===== src/design/utc_pkg.sv =====
// ----------------------------------------------------------------------------
// utc_pkg: shared types and helpers of the code unit transcoder
// Encoding and error codes, register indexes, the run record that the
// front end hands to the back end, and the code point encoder.
// ----------------------------------------------------------------------------
`default_nettype none

package utc_pkg;

  localparam int UnitW      = 32;
  localparam int CpW        = 21;
  localparam int CapW       = 16;
  localparam int CfgW       = 16;
  localparam int QueueDepth = 4;
  localparam int QueuePtrW  = $clog2(QueueDepth);
  localparam int QueueCntW  = $clog2(QueueDepth + 1);

  localparam logic [CpW-1:0] CpMax = 21'h10FFFF;

  typedef enum logic [1:0] {
    ENC_ASCII = 2'd0,
    ENC_UTF8  = 2'd1,
    ENC_UTF16 = 2'd2,
    ENC_UTF32 = 2'd3
  } utc_enc_e;

  typedef enum logic [2:0] {
    ERR_NONE        = 3'd0,
    ERR_ASCII_HIGH  = 3'd1,
    ERR_UNENCODABLE = 3'd2,
    ERR_BAD_UTF8    = 3'd3,
    ERR_BAD_UTF16   = 3'd4,
    ERR_BAD_UTF32   = 3'd5,
    ERR_FULL        = 3'd6,
    ERR_TRUNCATED   = 3'd7
  } utc_err_e;

  localparam logic [1:0] CFG_SOURCE_ENC = 2'd0;
  localparam logic [1:0] CFG_TARGET_ENC = 2'd1;
  localparam logic [1:0] CFG_TARGET_CAP = 2'd2;

  typedef struct packed {
    utc_enc_e        src_enc;
    utc_enc_e        tgt_enc;
    logic [CapW-1:0] cap;
  } utc_cfg_t;

  // Units of one code point in the target encoding.
  typedef struct packed {
    logic [3:0][UnitW-1:0] units;
    logic [1:0]            last_idx;
  } utc_code_t;

  // One queued run: all results caused by one accepted input item.
  typedef struct packed {
    logic [3:0][UnitW-1:0] units;
    logic [1:0]            last_idx;
    logic                  fin;
    utc_err_e              err;
  } utc_run_t;

  function automatic logic utc_cp_valid(input logic [UnitW-1:0] cp);
    logic in_range;
    logic surrogate;
    in_range  = cp <= {11'd0, CpMax};
    surrogate = (cp >= 32'h0000_D800) && (cp <= 32'h0000_DFFF);
    return in_range && !surrogate;
  endfunction

  function automatic utc_code_t utc_encode(input logic [CpW-1:0] cp, input utc_enc_e enc);
    utc_code_t res;
    res.units    = '0;
    res.last_idx = 2'd0;
    unique case (enc) inside
      ENC_ASCII, ENC_UTF32: begin
        res.units[0] = {11'd0, cp};
      end
      ENC_UTF16: begin
        if (cp > 21'h00FFFF) begin
          res.units[0] = {21'd0, cp[20:10]} + 32'h0000_D7C0;
          res.units[1] = {22'd0, cp[9:0]} + 32'h0000_DC00;
          res.last_idx = 2'd1;
        end else begin
          res.units[0] = {11'd0, cp};
        end
      end
      default: begin
        if (cp < 21'h80) begin
          res.units[0] = {11'd0, cp};
        end else if (cp < 21'h800) begin
          res.units[0] = {24'd0, 3'b110, cp[10:6]};
          res.units[1] = {24'd0, 2'b10, cp[5:0]};
          res.last_idx = 2'd1;
        end else if (cp < 21'h10000) begin
          res.units[0] = {24'd0, 4'b1110, cp[15:12]};
          res.units[1] = {24'd0, 2'b10, cp[11:6]};
          res.units[2] = {24'd0, 2'b10, cp[5:0]};
          res.last_idx = 2'd2;
        end else begin
          res.units[0] = {24'd0, 5'b11110, cp[20:18]};
          res.units[1] = {24'd0, 2'b10, cp[17:12]};
          res.units[2] = {24'd0, 2'b10, cp[11:6]};
          res.units[3] = {24'd0, 2'b10, cp[5:0]};
          res.last_idx = 2'd3;
        end
      end
    endcase
    return res;
  endfunction

endpackage

`default_nettype wire


===== src/design/utc_front.sv =====
// ----------------------------------------------------------------------------
// utc_front: decoder, validator and encoder of the transcoder
// Accepts one source unit per cycle while accept_i is high, updates the decode
// state and pushes the complete run of results for that unit, if it causes any,
// into the queue.
`default_nettype none

module utc_front import utc_pkg::*; (
  input  wire logic             clk_i,
  input  wire logic             rst_ni,
  input  wire utc_cfg_t         cfg_i,
  input  wire logic             src_enc_wr_i,
  input  wire logic             accept_i,
  input  wire logic [UnitW-1:0] source_unit_i,
  input  wire logic             final_unit_i,
  output logic                  push_o,
  output utc_run_t              push_data_o
);

  logic [CpW-1:0]  pcp_q, pcp_d;
  logic [1:0]      cont_q, cont_d;
  logic [2:0]      seq_len_q, seq_len_d;
  logic [9:0]      lead_q, lead_d;
  logic            lead_pend_q, lead_pend_d;
  logic [CapW-1:0] written_q, written_d;
  logic            err_latch_q, err_latch_d;

  // Decode results for the current unit.
  logic [CpW-1:0]  dec_pcp;
  logic [1:0]      dec_cont;
  logic [2:0]      dec_seq_len;
  logic [9:0]      dec_lead;
  logic            dec_lead_pend;
  logic [CpW-1:0]  cp;
  logic            have;
  utc_err_e        err;
  logic [CpW-1:0]  acc;
  logic [7:0]      byte_in;
  logic [15:0]     word_in;
  logic            is_lead;
  logic            is_trail;
  logic            overlong;
  utc_code_t       code;
  logic [CapW:0]   new_total;
  logic            emit;

  assign byte_in  = source_unit_i[7:0];
  assign word_in  = source_unit_i[15:0];
  assign is_lead  = word_in[15:10] == 6'b110110;
  assign is_trail = word_in[15:10] == 6'b110111;
  assign acc      = {pcp_q[14:0], byte_in[5:0]};
  assign overlong = ((seq_len_q == 3'd2) && (acc < 21'h80))
                 || ((seq_len_q == 3'd3) && (acc < 21'h800))
                 || ((seq_len_q == 3'd4) && (acc < 21'h10000));

  always_comb begin
    dec_pcp       = pcp_q;
    dec_cont      = cont_q;
    dec_seq_len   = seq_len_q;
    dec_lead      = lead_q;
    dec_lead_pend = lead_pend_q;
    cp            = '0;
    have          = 1'b0;
    err           = ERR_NONE;
    unique case (cfg_i.src_enc)
      ENC_ASCII: begin
        if (byte_in[7]) begin
          err = ERR_ASCII_HIGH;
        end else begin
          cp   = {13'd0, byte_in};
          have = 1'b1;
        end
      end
      ENC_UTF8: begin
        if (cont_q == 2'd0) begin
          if (!byte_in[7]) begin
            cp   = {13'd0, byte_in};
            have = 1'b1;
          end else if (byte_in[7:5] == 3'b110) begin
            dec_pcp     = {16'd0, byte_in[4:0]};
            dec_cont    = 2'd1;
            dec_seq_len = 3'd2;
          end else if (byte_in[7:4] == 4'b1110) begin
            dec_pcp     = {17'd0, byte_in[3:0]};
            dec_cont    = 2'd2;
            dec_seq_len = 3'd3;
          end else if (byte_in[7:3] == 5'b11110) begin
            dec_pcp     = {18'd0, byte_in[2:0]};
            dec_cont    = 2'd3;
            dec_seq_len = 3'd4;
          end else begin
            err = ERR_BAD_UTF8;
          end
        end else if (byte_in[7:6] != 2'b10) begin
          err = ERR_BAD_UTF8;
        end else begin
          dec_cont = cont_q - 2'd1;
          if (cont_q == 2'd1) begin
            dec_pcp     = '0;
            dec_seq_len = 3'd0;
            if (!utc_cp_valid({11'd0, acc}) || overlong) begin
              err = ERR_BAD_UTF8;
            end else begin
              cp   = acc;
              have = 1'b1;
            end
          end else begin
            dec_pcp = acc;
          end
        end
      end
      ENC_UTF16: begin
        if (lead_pend_q) begin
          if (!is_trail) begin
            err = ERR_BAD_UTF16;
          end else begin
            cp            = 21'h10000 + {1'b0, lead_q, word_in[9:0]};
            have          = 1'b1;
            dec_lead_pend = 1'b0;
            dec_lead      = '0;
          end
        end else if (is_lead) begin
          dec_lead      = word_in[9:0];
          dec_lead_pend = 1'b1;
        end else if (is_trail) begin
          err = ERR_BAD_UTF16;
        end else begin
          cp   = {5'd0, word_in};
          have = 1'b1;
        end
      end
      default: begin
        if (utc_cp_valid(source_unit_i)) begin
          cp   = source_unit_i[CpW-1:0];
          have = 1'b1;
        end else begin
          err = ERR_BAD_UTF32;
        end
      end
    endcase

    // A string that ends inside a sequence is truncated (UTF-16 reports it as bad UTF-16).
    if ((err == ERR_NONE) && !have && final_unit_i) begin
      err = (cfg_i.src_enc == ENC_UTF8) ? ERR_TRUNCATED : ERR_BAD_UTF16;
    end
  end

  assign code      = utc_encode(cp, cfg_i.tgt_enc);
  assign new_total = {1'b0, written_q} + {14'd0, {1'b0, code.last_idx} + 3'd1};

  always_comb begin
    utc_err_e fin_err;
    fin_err = err;
    emit    = 1'b0;
    if ((err == ERR_NONE) && have) begin
      if ((cfg_i.tgt_enc == ENC_ASCII) && (cp[CpW-1:7] != '0)) begin
        fin_err = ERR_UNENCODABLE;
      end else if (new_total > {1'b0, cfg_i.cap}) begin
        fin_err = ERR_FULL;
      end else begin
        emit = 1'b1;
      end
    end

    push_data_o.units    = '0;
    push_data_o.last_idx = 2'd0;
    push_data_o.fin      = final_unit_i;
    push_data_o.err      = ERR_NONE;
    push_o               = 1'b0;
    if (err_latch_q) begin
      // Rest of the string is dropped; only its end is reported.
      push_o = accept_i && final_unit_i;
    end else if (emit) begin
      push_o               = accept_i;
      push_data_o.units    = code.units;
      push_data_o.last_idx = code.last_idx;
    end else if (fin_err != ERR_NONE) begin
      push_o          = accept_i;
      push_data_o.err = fin_err;
    end

    pcp_d       = pcp_q;
    cont_d      = cont_q;
    seq_len_d   = seq_len_q;
    lead_d      = lead_q;
    lead_pend_d = lead_pend_q;
    written_d   = written_q;
    err_latch_d = err_latch_q;
    if (src_enc_wr_i) begin
      pcp_d       = '0;
      cont_d      = '0;
      seq_len_d   = '0;
      lead_d      = '0;
      lead_pend_d = 1'b0;
    end else if (accept_i) begin
      if (final_unit_i) begin
        pcp_d       = '0;
        cont_d      = '0;
        seq_len_d   = '0;
        lead_d      = '0;
        lead_pend_d = 1'b0;
        written_d   = '0;
        err_latch_d = 1'b0;
      end else if (err_latch_q) begin
        err_latch_d = 1'b1;
      end else if (fin_err != ERR_NONE) begin
        pcp_d       = '0;
        cont_d      = '0;
        seq_len_d   = '0;
        lead_d      = '0;
        lead_pend_d = 1'b0;
        err_latch_d = 1'b1;
      end else begin
        pcp_d       = dec_pcp;
        cont_d      = dec_cont;
        seq_len_d   = dec_seq_len;
        lead_d      = dec_lead;
        lead_pend_d = dec_lead_pend;
        if (emit) begin
          written_d = new_total[CapW-1:0];
        end
      end
    end
  end

  always_ff @(posedge clk_i or negedge rst_ni) begin
    if (!rst_ni) begin
      pcp_q       <= '0;
      cont_q      <= '0;
      seq_len_q   <= '0;
      lead_q      <= '0;
      lead_pend_q <= 1'b0;
      written_q   <= '0;
      err_latch_q <= 1'b0;
    end else begin
      pcp_q       <= pcp_d;
      cont_q      <= cont_d;
      seq_len_q   <= seq_len_d;
      lead_q      <= lead_d;
      lead_pend_q <= lead_pend_d;
      written_q   <= written_d;
      err_latch_q <= err_latch_d;
    end
  end

endmodule

`default_nettype wire


===== src/design/utc_queue.sv =====
// ----------------------------------------------------------------------------
// utc_queue: run queue between front end and back end
// A small register queue of run records with concurrent push and pop.
// ----------------------------------------------------------------------------
`default_nettype none

module utc_queue import utc_pkg::*; (
  input  wire logic     clk_i,
  input  wire logic     rst_ni,
  input  wire logic     push_i,
  input  wire utc_run_t push_data_i,
  input  wire logic     pop_i,
  output logic          full_o,
  output logic          valid_o,
  output utc_run_t      head_o
);

  utc_run_t             entries_q [QueueDepth];
  logic [QueuePtrW-1:0] wr_ptr_q, wr_ptr_d;
  logic [QueuePtrW-1:0] rd_ptr_q, rd_ptr_d;
  logic [QueueCntW-1:0] count_q, count_d;
  logic                 do_push;
  logic                 do_pop;

  assign full_o  = count_q == QueueCntW'(QueueDepth);
  assign valid_o = count_q != '0;
  assign head_o  = entries_q[rd_ptr_q];
  assign do_push = push_i && !full_o;
  assign do_pop  = pop_i && valid_o;

  always_comb begin
    wr_ptr_d = do_push ? wr_ptr_q + 1'b1 : wr_ptr_q;
    rd_ptr_d = do_pop ? rd_ptr_q + 1'b1 : rd_ptr_q;
    count_d  = count_q;
    if (do_push && !do_pop) begin
      count_d = count_q + 1'b1;
    end else if (!do_push && do_pop) begin
      count_d = count_q - 1'b1;
    end
  end

  always_ff @(posedge clk_i) begin
    if (do_push) begin
      entries_q[wr_ptr_q] <= push_data_i;
    end
  end

  always_ff @(posedge clk_i or negedge rst_ni) begin
    if (!rst_ni) begin
      wr_ptr_q <= '0;
      rd_ptr_q <= '0;
      count_q  <= '0;
    end else begin
      wr_ptr_q <= wr_ptr_d;
      rd_ptr_q <= rd_ptr_d;
      count_q  <= count_d;
    end
  end

endmodule

`default_nettype wire


===== src/design/utc_back.sv =====
// ----------------------------------------------------------------------------
// utc_back: result serializer of the transcoder
// Walks the units of the run at the head of the queue and presents one
// result per cycle, unless the output stalls, from an output register.
// ----------------------------------------------------------------------------
`default_nettype none

module utc_back import utc_pkg::*; (
  input  wire logic             clk_i,
  input  wire logic             rst_ni,
  input  wire utc_run_t         head_i,
  input  wire logic             head_valid_i,
  output logic                  pop_o,
  output logic                  out_valid_o,
  input  wire logic             out_stall_i,
  output logic [UnitW-1:0]      target_unit_o,
  output logic                  run_end_o,
  output logic                  string_end_o,
  output logic [2:0]            error_code_o
);

  logic [1:0]       idx_q, idx_d;
  logic             valid_q, valid_d;
  logic [UnitW-1:0] unit_q;
  logic             run_end_q;
  logic             string_end_q;
  utc_err_e         err_q;
  logic             load;
  logic             last;

  assign load  = head_valid_i && (!valid_q || !out_stall_i);
  assign last  = idx_q == head_i.last_idx;
  assign pop_o = load && last;

  always_comb begin
    idx_d   = idx_q;
    valid_d = valid_q;
    if (load) begin
      idx_d   = last ? 2'd0 : idx_q + 2'd1;
      valid_d = 1'b1;
    end else if (!out_stall_i) begin
      valid_d = 1'b0;
    end
  end

  always_ff @(posedge clk_i or negedge rst_ni) begin
    if (!rst_ni) begin
      idx_q   <= '0;
      valid_q <= 1'b0;
    end else begin
      idx_q   <= idx_d;
      valid_q <= valid_d;
    end
  end

  always_ff @(posedge clk_i) begin
    if (load) begin
      unit_q       <= head_i.units[idx_q];
      run_end_q    <= last;
      string_end_q <= last && head_i.fin;
      err_q        <= head_i.err;
    end
  end

  assign out_valid_o   = valid_q;
  assign target_unit_o = unit_q;
  assign run_end_o     = run_end_q;
  assign string_end_o  = string_end_q;
  assign error_code_o  = err_q;

endmodule

`default_nettype wire


===== src/design/utf_code_unit_transcoder.sv =====
// ----------------------------------------------------------------------------
// utf_code_unit_transcoder: streaming ASCII/UTF-8/UTF-16/UTF-32 transcoder
// Decodes source code units, validates code points and re-encodes them in
// the target encoding under a per-string capacity limit.
// ----------------------------------------------------------------------------
//
//   Channel   Direction  Handshake               Payload
//   input     in         in_valid_i/in_stall_o   source_unit_i, final_unit_i
//   output    out        out_valid_o/out_stall_i target_unit_o, run_end_o,
//                                                string_end_o, error_code_o
//   config    in         cfg_we_i                cfg_index_i, cfg_data_i
//
// One source unit is accepted per cycle while the run queue has room; the
// unit is decoded and encoded in the cycle of its transfer.
// The back end delivers one result per cycle while the output is not stalled,
// so a code point that becomes N target units takes N output results; the
// queue of four runs lets the input run ahead of that.
// Reset is asynchronous and active low and restores the register defaults
// (UTF-8 to UTF-8, capacity 64) and an empty string state.
// Either side may stall at any time: the output register holds its result
// and the input stalls only when the queue is full.
// ----------------------------------------------------------------------------
`default_nettype none

module utf_code_unit_transcoder import utc_pkg::*; (
  input  wire logic             clk_i,
  input  wire logic             rst_ni,
  // Source units
  input  wire logic             in_valid_i,
  output logic                  in_stall_o,
  input  wire logic [UnitW-1:0] source_unit_i,
  input  wire logic             final_unit_i,
  // Target units and status
  output logic                  out_valid_o,
  input  wire logic             out_stall_i,
  output logic [UnitW-1:0]      target_unit_o,
  output logic                  run_end_o,
  output logic                  string_end_o,
  output logic [2:0]            error_code_o,
  // Register writes
  input  wire logic             cfg_we_i,
  input  wire logic [1:0]       cfg_index_i,
  input  wire logic [CfgW-1:0]  cfg_data_i
);

  utc_cfg_t cfg_q, cfg_d;
  logic     src_enc_wr;
  logic     accept;
  logic     push;
  utc_run_t push_data;
  logic     q_full;
  logic     q_valid;
  utc_run_t q_head;
  logic     pop;

  // Register file. Writing the source encoding also flushes any partial
  // decode in the front end.
  assign src_enc_wr = cfg_we_i && (cfg_index_i == CFG_SOURCE_ENC);

  always_comb begin
    cfg_d = cfg_q;
    if (cfg_we_i) begin
      case (cfg_index_i)
        CFG_SOURCE_ENC: cfg_d.src_enc = utc_enc_e'(cfg_data_i[1:0]);
        CFG_TARGET_ENC: cfg_d.tgt_enc = utc_enc_e'(cfg_data_i[1:0]);
        CFG_TARGET_CAP: cfg_d.cap     = cfg_data_i[CapW-1:0];
        default: ;
      endcase
    end
  end

  always_ff @(posedge clk_i or negedge rst_ni) begin
    if (!rst_ni) begin
      cfg_q.src_enc <= ENC_UTF8;
      cfg_q.tgt_enc <= ENC_UTF8;
      cfg_q.cap     <= CapW'(64);
    end else begin
      cfg_q <= cfg_d;
    end
  end

  // The input stalls only on a full queue; a unit that causes no result
  // pushes nothing.
  assign in_stall_o = q_full;
  assign accept     = in_valid_i && !q_full;

  utc_front u_front (
    .clk_i         (clk_i),
    .rst_ni        (rst_ni),
    .cfg_i         (cfg_q),
    .src_enc_wr_i  (src_enc_wr),
    .accept_i      (accept),
    .source_unit_i (source_unit_i),
    .final_unit_i  (final_unit_i),
    .push_o        (push),
    .push_data_o   (push_data)
  );

  utc_queue u_queue (
    .clk_i       (clk_i),
    .rst_ni      (rst_ni),
    .push_i      (push),
    .push_data_i (push_data),
    .pop_i       (pop),
    .full_o      (q_full),
    .valid_o     (q_valid),
    .head_o      (q_head)
  );

  utc_back u_back (
    .clk_i         (clk_i),
    .rst_ni        (rst_ni),
    .head_i        (q_head),
    .head_valid_i  (q_valid),
    .pop_o         (pop),
    .out_valid_o   (out_valid_o),
    .out_stall_i   (out_stall_i),
    .target_unit_o (target_unit_o),
    .run_end_o     (run_end_o),
    .string_end_o  (string_end_o),
    .error_code_o  (error_code_o)
  );

  // A string can only close on the last result of a run.
  a_string_end_on_run_end: assert property (@(posedge clk_i) disable iff (!rst_ni)
    out_valid_o && string_end_o |-> run_end_o)
    else $error("string end outside the last result of a run");

  // Status results stand alone and carry no unit.
  a_error_is_status: assert property (@(posedge clk_i) disable iff (!rst_ni)
    out_valid_o && (error_code_o != ERR_NONE) |-> run_end_o && (target_unit_o == '0))
    else $error("error result carries a unit or is not alone");

  // A push is never lost to a full queue.
  a_no_push_when_full: assert property (@(posedge clk_i) disable iff (!rst_ni)
    q_full |-> !push)
    else $error("run pushed into a full queue");

  // The back end only pops a run that is present.
  a_pop_needs_head: assert property (@(posedge clk_i) disable iff (!rst_ni)
    pop |-> q_valid)
    else $error("pop from an empty queue");

endmodule

`default_nettype wire

===== config.mk =====
export PLATFORM = sky130hd
export DESIGN_NAME = utf_code_unit_transcoder
export DESIGN_NICKNAME = d
export VERILOG_FILES = /design/src/design/utc_pkg.sv /design/src/design/utc_front.sv /design/src/design/utc_queue.sv /design/src/design/utc_back.sv /design/src/design/utf_code_unit_transcoder.sv
export SDC_FILE = /design/constraint.sdc
export NUM_CORES = 1
export LEC_CHECK = 0
export ABC_AREA = 1
export BUFFER_PORTS_ARGS = -buffer_cell sky130_fd_sc_hd__buf_2
export CAP_MARGIN = 25
export CORE_MARGIN = 2
export CORE_UTILIZATION = 55
export DETAILED_ROUTE_END_ITERATION = 10
export HOLD_SLACK_MARGIN = 0.1
export PLACE_DENSITY = 0.76
export SKIP_CTS_REPAIR_TIMING = 1
export SLEW_MARGIN = 20
export SYNTH_ARGS = -nofsm -noshare
export SYNTH_HDL_FRONTEND = slang
export SYNTH_SLANG_ARGS = --single-unit
export TNS_END_PERCENT = 100

===== constraint.sdc =====
create_clock -name clk_i -period 8.16 [get_ports clk_i]
set_input_delay 1.632 -clock clk_i [delete_from_list [all_inputs] [get_ports clk_i]]
set_output_delay 1.632 -clock clk_i [all_outputs]
set_load 0.01 [all_outputs]

==> run metrics <==
outcome=complete, no violations; Pre-antenna DRT Iters=7; actual slew at the worst max-slew pin=1.03 ns; worst endpoint required time=8.45 ns; pin count of the biggest net entering global routing=107; number of enable flip-flop cells after synthesis=234; YS warnings=0; #FFs+latches synth=312; Post-Synthesis Cells=1667; predominant post-synthesis flop cell=edfxtp_1; final setup TNS=0 ns; Skew-Pair Late Insertion Delay=0.52 ns; Cell Area, Placed=17100 sq um; hold path start=cfg_q[6]; worst min path class=register to register; Non-Filler Instances=2230; Setup CP Type=input port to register; layout cell share with drive strength beyond 1=18.4%; power per cell area=317 nW/um^2; mean post-synth cell area=9.43 sq um; post-layout total power=5.82 mW; post-placement cell count=2162; DIE WIDTH=173 um; CP max-delay cell=or4_4; initial core utilization=56.3%; H-Tree Depth=2; largest stage delay on the critical path=0.57 ns; fin worst setup slack=0.487 ns; Reg-to-Reg Start=u_front.pcp_q[12]; peak supply drop=0.000198 V; Worst Hold Depth=2; WL final=40200 um; row cnt=61; IO Port Bufs=83; Cell Area, Synth=15700 sq um; Initial DRC Count=1322; CP Launch Type=input port; clk sinks=312; maximum clock path buffer count=3; GR peak layer=met2; DRC viols=0; met3 Use GR=4.16%; final hold vios=0; vias post-DR=12683; DP Wirelength=27300 um; slew margin rel.=31.1%; CTS tree=yes; global route overflow=0; DRT antenna net count=0; GR Util met2=44.4%; Finished Core Util=65.7%; Max Cap Violations=0; Finish-stage setup viols=0; Final Critical Period=7.67 ns; Final nets=1914; first-pass GRT wire length=63900 um; R2R setup slack=0.83 ns; P&R area growth vs syn=16.7%; total CTS buffers=34; M1 GR Usage=36.6%; FF-to-FF path depth=41; worst hold slack=0.485 ns; Worst Path Arrival=7.96 ns; cell mode on critical path=inv_1; Slew Limit Fails=0; Lkg Pwr=7.71 nW; root buffer cell=clkbuf_16; final instance area=18300 sq um; vias in the first global route=12113; All-Layer GR Usage=26.7%; synth unique cells=55; Die Ht=173 um; initial antenna violation count=1; Die ar.=29900 sq um; detail-routed via count per cell=5.69; num ports=95; # fillers=2262; crit end category=register; clock skew=0.0119 ns; Placer Congestion=1.01; sequential fraction of the synthesis area=57.2%; Max Clk Rate=0.130 GHz; share of synthesized registers carrying an async set or reset=25.0%; Core Area=27900 sq um; Clock transition at path regs=0.06 ns; WL per Instance=18.0 um; worst-path fanout max=12; Critical R2R Capture=u_queue.entries_q[2][41]; final cycle utilization of the critical path=94.0%; WHS Endpoint=cfg_q[6]; Setup WS pre-CTS=-0.153 ns
## routing by layer
layer	part of all wire [%]	wire length [um]	vias up
met3	7.5	3000	76
met4	2.6	1030	0
met2	48	19300	553
met5	0	0	-
met1	42	16800	6032
li1	-	-	6022
## worst max-delay path by stage
stage,endpoint,cells past startpoint,slack [ns],from
2_1_floorplan,u_queue.entries_q[0][0],42,0.04,source_unit_i[13]
3_3_place_gp,u_queue.count_q[2],48,0.08,source_unit_i[31]
3_5_place_dp,u_queue.count_q[2],50,-0.15,source_unit_i[13]
4_1_cts,u_queue.count_q[2],50,0.39,source_unit_i[13]
5_1_grt,u_queue.count_q[1],47,-0.02,source_unit_i[29]
6_report,u_queue.entries_q[2][41],42,0.49,source_unit_i[13]
## critical path, delay by kind of cell
| kind | cells | cell delay, ns |
|---|---|---|
| AO/OA/AOI/OAI | 3 | 0.72 |
| adder cells (fa/ha/maj) | 4 | 1.13 |
| buffers and inverters | 12 | 1.04 |
| AND/OR/NAND/NOR | 23 | 3.43 |
## report_power, final
group          internal [mW]  switching [mW]  total, mW
Sequential              2.11           0.149       2.26
Combinational          0.687            1.42       2.10
Clock                  0.826           0.625       1.45
## placed cells by master, fill, tap and decap left out, types with 17 or more instances in the layout
cell type and count:
nand2_1 271, nor2_1 247, edfxtp_1 234, o21ai_0 158, inv_1 150, buf_4 96
nand3_1 83, buf_2 82, dfrtp_1 74, a21oi_1 60, nand4_1 38, o22ai_1 36
clkbuf_16 35, ha_1 28, nor3_1 20, o21ai_1 17
## Yosys cell counts (9+ instances only)
library cell,count,area [sq um]
nand2_1,271,1020
nor2_1,254,953
edfxtp_1,234,7030
o21ai_0,160,801
inv_1,151,567
nand3_1,84,420
dfrtp_1,75,1880
a21oi_1,60,300
clkbuf_1,47,176
nand4_1,38,238
o22ai_1,36,225
ha_1,30,375
nor3_1,23,115
o21ai_1,17,85.1
buf_4,16,120
nand3_2,14,140
nor2_2,14,87.6
o221ai_1,14,123
nand2_2,13,81.3
xor2_1,11,96.3
buf_2,9,45.0
inv_2,9,33.8
o21ai_2,9,78.8
## flip-flops by register name, indices dropped and copies added (netlist names), 2 cells and up
register / flops
u_back.error_code_o: 3
u_front.lead_q: 10
u_queue.rd_ptr_q: 2
u_front.cont_q: 2
u_front.written_q: 16
u_queue.wr_ptr_q: 2
u_queue.entries_q: 208
u_front.pcp_q: 15
u_front.seq_len_q: 3
u_back.idx_q: 2
u_back.target_unit_o: 21
u_queue.count_q: 3
cfg_q: 20
## cell type report
type	count	area (sq um)	share of cell area [%]
Clock inverter	19	144	0.785
Clock buffer	42	902	4.92
Tap cell	378	473	2.58
Inverter	167	629	3.43
Antenna cell	1	2.50	0.0136
Multi-Input combinational cell	1123	5880	32.1
Sequential cell	312	8980	49.0
Timing Repair Buffer	188	1320	7.20
## cells by family after synthesis
family	synth area share (%)
flops	57.2
buf+inv	6.37
simple gates	21.4
other cells	0.0239
compound gates	11.4
mux	0.0717
fa+ha+maj	2.64
xor+xnor	1.00
No activity file was read; power rests on OpenSTA's default activity.
